==> src/design/tld_pkg.sv <==
package tld_pkg;

    localparam int RING_DEPTH = 2048;
    localparam int RING_AW    = $clog2(RING_DEPTH);
    localparam int PTR_W      = RING_AW + 1;
    localparam int CNT_W      = 12;

    localparam logic [7:0] CH_CR    = 8'h0D;
    localparam logic [7:0] CH_NL    = 8'h0A;
    localparam logic [7:0] CH_BS    = 8'h08;
    localparam logic [7:0] CH_SP    = 8'h20;
    localparam logic [7:0] CH_CARET = 8'h5E;
    localparam logic [7:0] CTRL_OFS = 8'd64;

    localparam logic [5:0]  MODE_RST = 6'd61;
    localparam logic [23:0] SIGC_RST = 24'h1A1C03;
    localparam logic [23:0] EDIT_RST = 24'h04157F;

    localparam int M_ICRNL  = 0;
    localparam int M_INLCR  = 1;
    localparam int M_ONLCR  = 2;
    localparam int M_ISIG   = 3;
    localparam int M_ICANON = 4;
    localparam int M_ECHO   = 5;

    typedef enum logic [2:0] {
        K_TYPED  = 3'd0,
        K_OUTPUT = 3'd1,
        K_PREAD  = 3'd2,
        K_UREAD  = 3'd3,
        K_FLUSH  = 3'd4
    } t_kind;

    typedef enum logic [1:0] {
        REG_MODE = 2'd0,
        REG_SIGC = 2'd1,
        REG_EDIT = 2'd2
    } t_reg;

    typedef enum logic [1:0] {
        IRD_TAIL   = 2'd0,
        IRD_NEWEST = 2'd1,
        IRD_SCAN   = 2'd2
    } t_in_rd;

    typedef enum logic [2:0] {
        OB_DATA  = 3'd0,
        OB_CR    = 3'd1,
        OB_NL    = 3'd2,
        OB_BS    = 3'd3,
        OB_SP    = 3'd4,
        OB_CARET = 3'd5,
        OB_CTRL  = 3'd6
    } t_obyte;

    typedef enum logic [4:0] {
        ST_IDLE,
        ST_DISPATCH,
        ST_PUSH_CR,
        ST_PUSH_B,
        ST_SIG_CARET,
        ST_SIG_CTRL,
        ST_SIG_CR,
        ST_SIG_NL,
        ST_ERASE_RD,
        ST_ERASE_CHK,
        ST_EB1,
        ST_EB2,
        ST_EB3,
        ST_POP_IN,
        ST_POP_OUT,
        ST_FINISH,
        ST_SCAN_CHK,
        ST_SCAN_ACC
    } t_state;

    typedef struct packed {
        logic [2:0] kind;
        logic [7:0] data_byte;
    } t_item;

    typedef struct packed {
        logic [7:0]       read_byte;
        logic             read_valid;
        logic             eof_marker;
        logic [1:0]       signal_code;
        logic             line_avail;
        logic [CNT_W-1:0] input_count;
        logic [CNT_W-1:0] output_count;
    } t_result;

    typedef struct packed {
        logic   start;
        logic   set_sig;
        logic   push_in;
        logic   push_out;
        t_obyte out_sel;
        logic   in_rd;
        t_in_rd in_rd_sel;
        logic   out_rd;
        logic   erase;
        logic   pop_in;
        logic   pop_out;
        logic   flush;
        logic   finish;
        logic   scan_start;
        logic   scan_acc;
        logic   scan_done;
    } t_cmd;

    typedef struct packed {
        logic [2:0] kind;
        logic       sig_hit;
        logic       echo;
        logic       onlcr_nl;
        logic       erase_hit;
        logic       kill_hit;
        logic       in_empty;
        logic       read_ok;
        logic       out_empty;
        logic       newest_nl;
        logic       out_free;
        logic       rescan;
        logic       scan_at_head;
    } t_stat;

    // newline or the enabled end-of-file character
    function automatic logic is_term(input logic [7:0] b, input logic [7:0] eofc);
        is_term = (b == CH_NL) || ((eofc != 8'd0) && (b == eofc));
    endfunction

endpackage

==> src/design/tld_ctrl.sv <==
module tld_ctrl
    import tld_pkg::*;
(
    input  logic  i_clk,
    input  logic  i_rst_n,
    input  logic  i_in_valid,
    output logic  o_in_stall,
    input  t_stat i_stat,
    output t_cmd  o_cmd
);

    t_state r_state;
    t_state n_state;

    always_ff @(posedge i_clk) begin
        if (!i_rst_n) begin
            r_state <= ST_IDLE;
        end else begin
            r_state <= n_state;
        end
    end

    always_comb begin
        n_state    = r_state;
        o_cmd      = '0;
        o_cmd.out_sel   = OB_DATA;
        o_cmd.in_rd_sel = IRD_TAIL;
        o_in_stall = (r_state != ST_IDLE) || i_stat.rescan;
        case (r_state)
            ST_IDLE: begin
                if (i_stat.rescan) begin
                    o_cmd.scan_start = 1'b1;
                    n_state = ST_SCAN_CHK;
                end else if (i_in_valid) begin
                    o_cmd.start = 1'b1;
                    n_state = ST_DISPATCH;
                end
            end
            ST_DISPATCH: begin
                case (i_stat.kind)
                    K_TYPED: begin
                        if (i_stat.sig_hit) begin
                            o_cmd.set_sig = 1'b1;
                            n_state = i_stat.echo ? ST_SIG_CARET : ST_FINISH;
                        end else if (i_stat.erase_hit || i_stat.kill_hit) begin
                            n_state = ST_ERASE_RD;
                        end else begin
                            o_cmd.push_in = 1'b1;
                            if (!i_stat.echo) begin
                                n_state = ST_FINISH;
                            end else if (i_stat.onlcr_nl) begin
                                n_state = ST_PUSH_CR;
                            end else begin
                                n_state = ST_PUSH_B;
                            end
                        end
                    end
                    K_OUTPUT: begin
                        n_state = i_stat.onlcr_nl ? ST_PUSH_CR : ST_PUSH_B;
                    end
                    K_PREAD: begin
                        if (i_stat.read_ok) begin
                            o_cmd.in_rd = 1'b1;
                            o_cmd.in_rd_sel = IRD_TAIL;
                            n_state = ST_POP_IN;
                        end else begin
                            n_state = ST_FINISH;
                        end
                    end
                    K_UREAD: begin
                        if (!i_stat.out_empty) begin
                            o_cmd.out_rd = 1'b1;
                            n_state = ST_POP_OUT;
                        end else begin
                            n_state = ST_FINISH;
                        end
                    end
                    K_FLUSH: begin
                        o_cmd.flush = 1'b1;
                        n_state = ST_FINISH;
                    end
                    default: begin
                        n_state = ST_FINISH;
                    end
                endcase
            end
            ST_PUSH_CR: begin
                o_cmd.push_out = 1'b1;
                o_cmd.out_sel = OB_CR;
                n_state = ST_PUSH_B;
            end
            ST_PUSH_B: begin
                o_cmd.push_out = 1'b1;
                o_cmd.out_sel = OB_DATA;
                n_state = ST_FINISH;
            end
            ST_SIG_CARET: begin
                o_cmd.push_out = 1'b1;
                o_cmd.out_sel = OB_CARET;
                n_state = ST_SIG_CTRL;
            end
            ST_SIG_CTRL: begin
                o_cmd.push_out = 1'b1;
                o_cmd.out_sel = OB_CTRL;
                n_state = ST_SIG_CR;
            end
            ST_SIG_CR: begin
                o_cmd.push_out = 1'b1;
                o_cmd.out_sel = OB_CR;
                n_state = ST_SIG_NL;
            end
            ST_SIG_NL: begin
                o_cmd.push_out = 1'b1;
                o_cmd.out_sel = OB_NL;
                n_state = ST_FINISH;
            end
            ST_ERASE_RD: begin
                if (i_stat.in_empty) begin
                    n_state = ST_FINISH;
                end else begin
                    o_cmd.in_rd = 1'b1;
                    o_cmd.in_rd_sel = IRD_NEWEST;
                    n_state = ST_ERASE_CHK;
                end
            end
            ST_ERASE_CHK: begin
                // never erase back past a newline
                if (i_stat.newest_nl) begin
                    n_state = ST_FINISH;
                end else begin
                    o_cmd.erase = 1'b1;
                    if (i_stat.echo) begin
                        n_state = ST_EB1;
                    end else begin
                        n_state = i_stat.kill_hit ? ST_ERASE_RD : ST_FINISH;
                    end
                end
            end
            ST_EB1: begin
                o_cmd.push_out = 1'b1;
                o_cmd.out_sel = OB_BS;
                n_state = ST_EB2;
            end
            ST_EB2: begin
                o_cmd.push_out = 1'b1;
                o_cmd.out_sel = OB_SP;
                n_state = ST_EB3;
            end
            ST_EB3: begin
                o_cmd.push_out = 1'b1;
                o_cmd.out_sel = OB_BS;
                n_state = i_stat.kill_hit ? ST_ERASE_RD : ST_FINISH;
            end
            ST_POP_IN: begin
                o_cmd.pop_in = 1'b1;
                n_state = ST_FINISH;
            end
            ST_POP_OUT: begin
                o_cmd.pop_out = 1'b1;
                n_state = ST_FINISH;
            end
            ST_FINISH: begin
                if (i_stat.out_free) begin
                    o_cmd.finish = 1'b1;
                    n_state = ST_IDLE;
                end
            end
            ST_SCAN_CHK: begin
                if (i_stat.scan_at_head) begin
                    o_cmd.scan_done = 1'b1;
                    n_state = ST_IDLE;
                end else begin
                    o_cmd.in_rd = 1'b1;
                    o_cmd.in_rd_sel = IRD_SCAN;
                    n_state = ST_SCAN_ACC;
                end
            end
            ST_SCAN_ACC: begin
                o_cmd.scan_acc = 1'b1;
                n_state = ST_SCAN_CHK;
            end
            default: begin
                n_state = ST_IDLE;
            end
        endcase
    end

endmodule

==> config.mk <==
export PLATFORM = sky130hd
export DESIGN_NAME = tld_ctrl
export DESIGN_NICKNAME = d
export VERILOG_FILES = /design/src/design/tld_pkg.sv /design/src/design/tld_ctrl.sv
export SDC_FILE = /design/constraint.sdc
export NUM_CORES = 1
export LEC_CHECK = 0
export ABC_AREA = 1
export BUFFER_PORTS_ARGS = -buffer_cell sky130_fd_sc_hd__buf_4
export CORE_AREA = 2 2 44 46
export CTS_CLUSTER_DIAMETER = 40
export DETAILED_ROUTE_END_ITERATION = 10
export DIE_AREA = 0 0 46 48
export PLACE_DENSITY = 0.79
export SYNTH_ARGS = -nofsm -noshare
export SYNTH_HDL_FRONTEND = slang
export SYNTH_SLANG_ARGS = --single-unit
==> constraint.sdc <==
create_clock -name i_clk -period 2.1 [get_ports i_clk]
set_clock_uncertainty 0.1 [all_clocks]
set_input_delay 0.21 -clock i_clk [delete_from_list [all_inputs] [get_ports i_clk]]
set_output_delay 0.21 -clock i_clk [all_outputs]
set_load 0.01 [all_outputs]
# After elaboration in Yosys (flattened, before gate mapping)
# Index checks and enable logic that the tools add are counted.
[op_classes]
eq_ne = 23
n_mux = 47
reduce_logical = 9
[op_table]
columns = ["cell", "n"]
rows = [
  ["one-hot mux 5 bit (15 select lines)", 1],
  ["== test 5 x 4 -> 1 bit, second input constant", 8],
  ["one-hot mux 4 bit (7 select lines)", 1],
  ["2-to-1 mux 5 bit", 5],
  ["2-to-1 mux 1 bit", 24],
  ["2-to-1 mux 3 bit", 7],
  ["== test 5 x 3 -> 1 bit, second input constant", 4],
  ["one-hot mux 5 bit (4 select lines)", 1],
  ["2-to-1 mux 4 bit", 4],
  ["== test 5 x 2 -> 1 bit, second input constant", 2],
  ["== test 5 bit, second input constant", 2],
  ["one-hot mux 3 bit (3 select lines)", 1],
  ["== test 3 x 2 -> 1 bit, second input constant", 2],
  ["2-to-1 mux 2 bit", 3],
  ["== test 5 x 1 -> 1 bit, second input constant", 1],
  ["logical NOT 5 bit", 1],
  ["nonzero test 5 bit", 1],
  ["OR reduction 2 bit", 2],
  ["OR reduction 4 bit", 1],
  ["== test 3 x 1 -> 1 bit, second input constant", 1],
  ["== test 3 bit, second input constant", 1],
  ["logical NOT 3 bit", 1],
  ["!= test 3 bit, second input constant", 1],
  ["logical OR 1 bit", 2],
  ["2 further kinds", 2],
]
[totals]
input_bits = 18
reg_bits = 5
elab_cells = 80

# Logic depth before layout (Yosys ltp)
[depth]
depth_word = 6
ltp_mapped = 10
depth_no_buf = 10

# Least setup slack after synthesis
# OpenSTA, ideal clock, no wires.
[synth_timing]
path_type = "register to output"
startpoint = "reg r_state[2]"
endpoint = "out o_cmd[16] (netlist bit)"
arrival_time_ns = 1.288
stages_incl_launch_ff = 6
slack_ns = 0.502
t_required_ns = 1.790
path_cell_list = "dfxtp_1 nor2_4 inv_2 nor3_4 inv_2 nor4_1"
[synth_rtl]
columns = ["item", "line_no", "rtl"]
rows = [
  ["start, declared", "tld_ctrl.sv:12", "t_state r_state;"],
  ["start signal, assigned", "tld_ctrl.sv:19", "r_state <= n_state;"],
  ["end, declared", "tld_ctrl.sv:9", "output t_cmd o_cmd"],
]

==> key figures <==
Outcome
  – Status: finished, final reports clean

Pwr
  – P_leak: 0.6546 nW
  – PD cells: 1097 mW/mm^2
  – Total power: 1.270 mW
  – Peak VDD IR: 0.9556 mV

Global routing
  – First-pass GRT wire length: 3.877 mm
  – Largest net degree at the start of global routing: 11
  – Vias in the first global route: 940
  – GRT Residual Overflow: 0
  – Initial antenna violation count: 0
  – Overall Global Routing Usage: 24.65%

Synthesis
  – Syn Std Cell Area: 812.0 sq um
  – Flip-flop and latch count after synthesis: 5
  – Post-Synthesis Cells: 143
  – Seq/Total Area, Yosys: 12.33%
  – Synth cell types: 25
  – Top_reg_cell synth: dfxtp_1
  – Avg Cell Area, Syn: 5.679 sq um
  – Post-Syn Nets: 161
  – Async set-reset flop share out of synthesis: 0%
  – Post-synth EDFFs: 0
  – Yosys Warn Count: 0

Cells and area
  – Design Area, Final: 0.001157 sq mm
  – Core Util, Final: 68.52%
  – Layout cells sized above 1: 36.76%
  – Highest-count cells in the layout ignoring fill and taps: buf_4 (38), inv_1 (28), nand2_1 (25), nor2_1 (17), nand3_1 (15)
  – Reg with most FFs: r_state
  – Antenna cells: 0
  – Synth-to-layout area growth: 42.53%
  – Flip-flop count of the largest register after layout: 5
  – Top Registers: r_state (5)
  – Commonest non-fill, non-tap cell in the layout: buf_4
  – Final #Nets: 204

Setup path
  – Buffers & Inverters on Critical Path: 4
  – Worst setup EP type: primary output
  – CP top delay family: buffers and inverters
  – Reg-to-reg setup timing slack: 450 ps
  – Slowest CP cell: dfxtp_1
  – Worst stage delay on the critical path: 400 ps
  – Critical path, cell by cell: inv_2 -> nor2_4 -> inv_1 -> nor3_4 -> buf_4 -> a41oi_1 -> nand2_1 -> buf_4
  – Reg2reg end: r_state[0]
  – R2R depth: 7
  – CP most frequent cell: buf_4
  – Critical R2R Launch: r_state[4]
  – CP required: 1790 ps
  – Critical path arrival: 1650 ps
  – CP max FO: 4
  – CP startpoint: r_state[0]
  – Kind of critical path: register to primary output
  – Worst Setup Start Kind: register

Drt
  – Drt pass-1 iters: 4
  – Routed wire length: 2.539 mm
  – Drt drc: 0
  – Vias/cell: 5.376
  – DR vias: 1086
  – Initial DRC Count: 42
  – Wire per inst: 12.57 microns
  – Antenna-violating nets left: 0

Die
  – Initial core utilization: 48.07%
  – Chip width: 46 microns
  – Die area: 0.002208 sq mm
  – Core area: 0.001689 sq mm
  – # IOs: 38
  – Cell Rows: 15
  – Die height: 48 microns

Placement
  – Routability cong.: 1.003
  – Place WS: 363.1 ps
  – Placed Area: 0.001111 sq mm
  – DP Wirelength: 2.101 mm
  – PortBufs: 37

Timing
  – Final Hold Vio Count: 0
  – Slew margin rel.: 66.37%
  – Final WS setup: 140.9 ps
  – Max Fclk: 510.4 MHz
  – RSZ-0062 raised after global routing: no
  – Slew @ Worst Pin: 503.8 ps
  – Final setup vio count: 0
  – Final period util: 93.29%
  – Tmin final: 1959 ps
  – Max Slew Vio Count: 0
  – Sum of negative setup slack: 0 ps

Hold path
  – Hold Startpoint: i_rst_n
  – Hold depth: 3
  – Hold Crit Class: primary input to register
  – Hold EP: r_state[3]

Clock tree
  – H-tree Lvls: 1
  – Longest Clk Path Bufs: 2
  – CTS sink cnt: 5
  – CTS buffer count: 3
  – Hold_buf cts: 0
  – Clock Root Buffer: clkbuf_4
  – Register clock-pin slew on the reported worst setup and hold paths: 50 ps
  – Worst skew pair latency: 250 ps
  – CTS tree: yes

Job
  – Max_cap viols: 0
-- what timing repair did --
item | in CTS | in global routing
resized for setup | 0 | 3
endpoints found under the hold margin | 0 | 0
endpoints found under the setup margin | 0 | 3
buffers inserted | 0 | 1
-- cell usage after synthesis (all sizes together), types with 2 or more instances --
library cell  count  share of area [%]
inv              34                 16
nand2            27                 13
nor2             23                 14
nand3            19                 14
nor3              9                9.6
o21ai             7                4.3
a21oi             5                3.5
dfxtp             5                 12
nand4             4                3.1
nor4              4                3.1
clkinv            2               0.92
-- kinds of logic (layout without fill, tap and decap cells) --
group           after synthesis  after routing  share of synthesized area [%]
buf+inv                      36             78                          16.95
flops                         5              5                          12.33
simple gates                 87             87                          58.24
compound gates               15             15                          12.48
-- layout make-up --
| type | count | area (sq um) |
|---|---|---|
| well taps | 17 | 21.27 |
| multi-input cells | 102 | 585.6 |
| inverters | 36 | 137.6 |
| fillers | 167 | 531.8 |
| flip-flops and latches | 5 | 101.3 |
| clock buffers | 4 | 26.28 |
| repair buffers | 38 | 285.3 |
-- layer usage --
layer	GRT usage, %	part of all wire (%)	vias to the layer above	routed length [microns]
met5	0	0	-	0
met4	12.57	2.4	0	61
met3	3.396	7.8	8	198
met2	43.61	50	64	1279
met1	28.92	39	465	999
li1	-	-	549	-
-- worst register-to-register path, cell delays in order (launching register included) --
cell     delay [ps]
dfxtp_1         630
inv_4           140
nand4_1         230
nand3_1         100
nor2_1          120
nand3_1          90
nand2_1          70
a21oi_1          60
-- metrics by stage --
| step | instances | hold slack (ps) |
|---|---|---|
| floorplan | 143 | 207.6 |
| global placement | 197 | 313.4 |
| detailed placement | 197 | 326.5 |
| CTS | 201 | 77.02 |
| global route | 202 | 80.23 |
| finish | 202 | 80.00 |
-- worst max path at each step --
stage | end | depth (start not counted)
after floorplan | o_cmd[16] | 5
after global placement | o_cmd[11] | 7
after detailed placement | o_cmd[11] | 7
after CTS | o_cmd[11] | 7
after global routing | o_cmd[4] | 7
final | o_cmd[11] | 8
-- where the power goes --
group / switching (mW) / internal (mW)
Sequential: 0.0937 / 0.138
Combinational: 0.556 / 0.366
Clock: 0.0441 / 0.0721
Total: 0.694 / 0.576
Note: power is estimated with default switching activity, not from simulation.
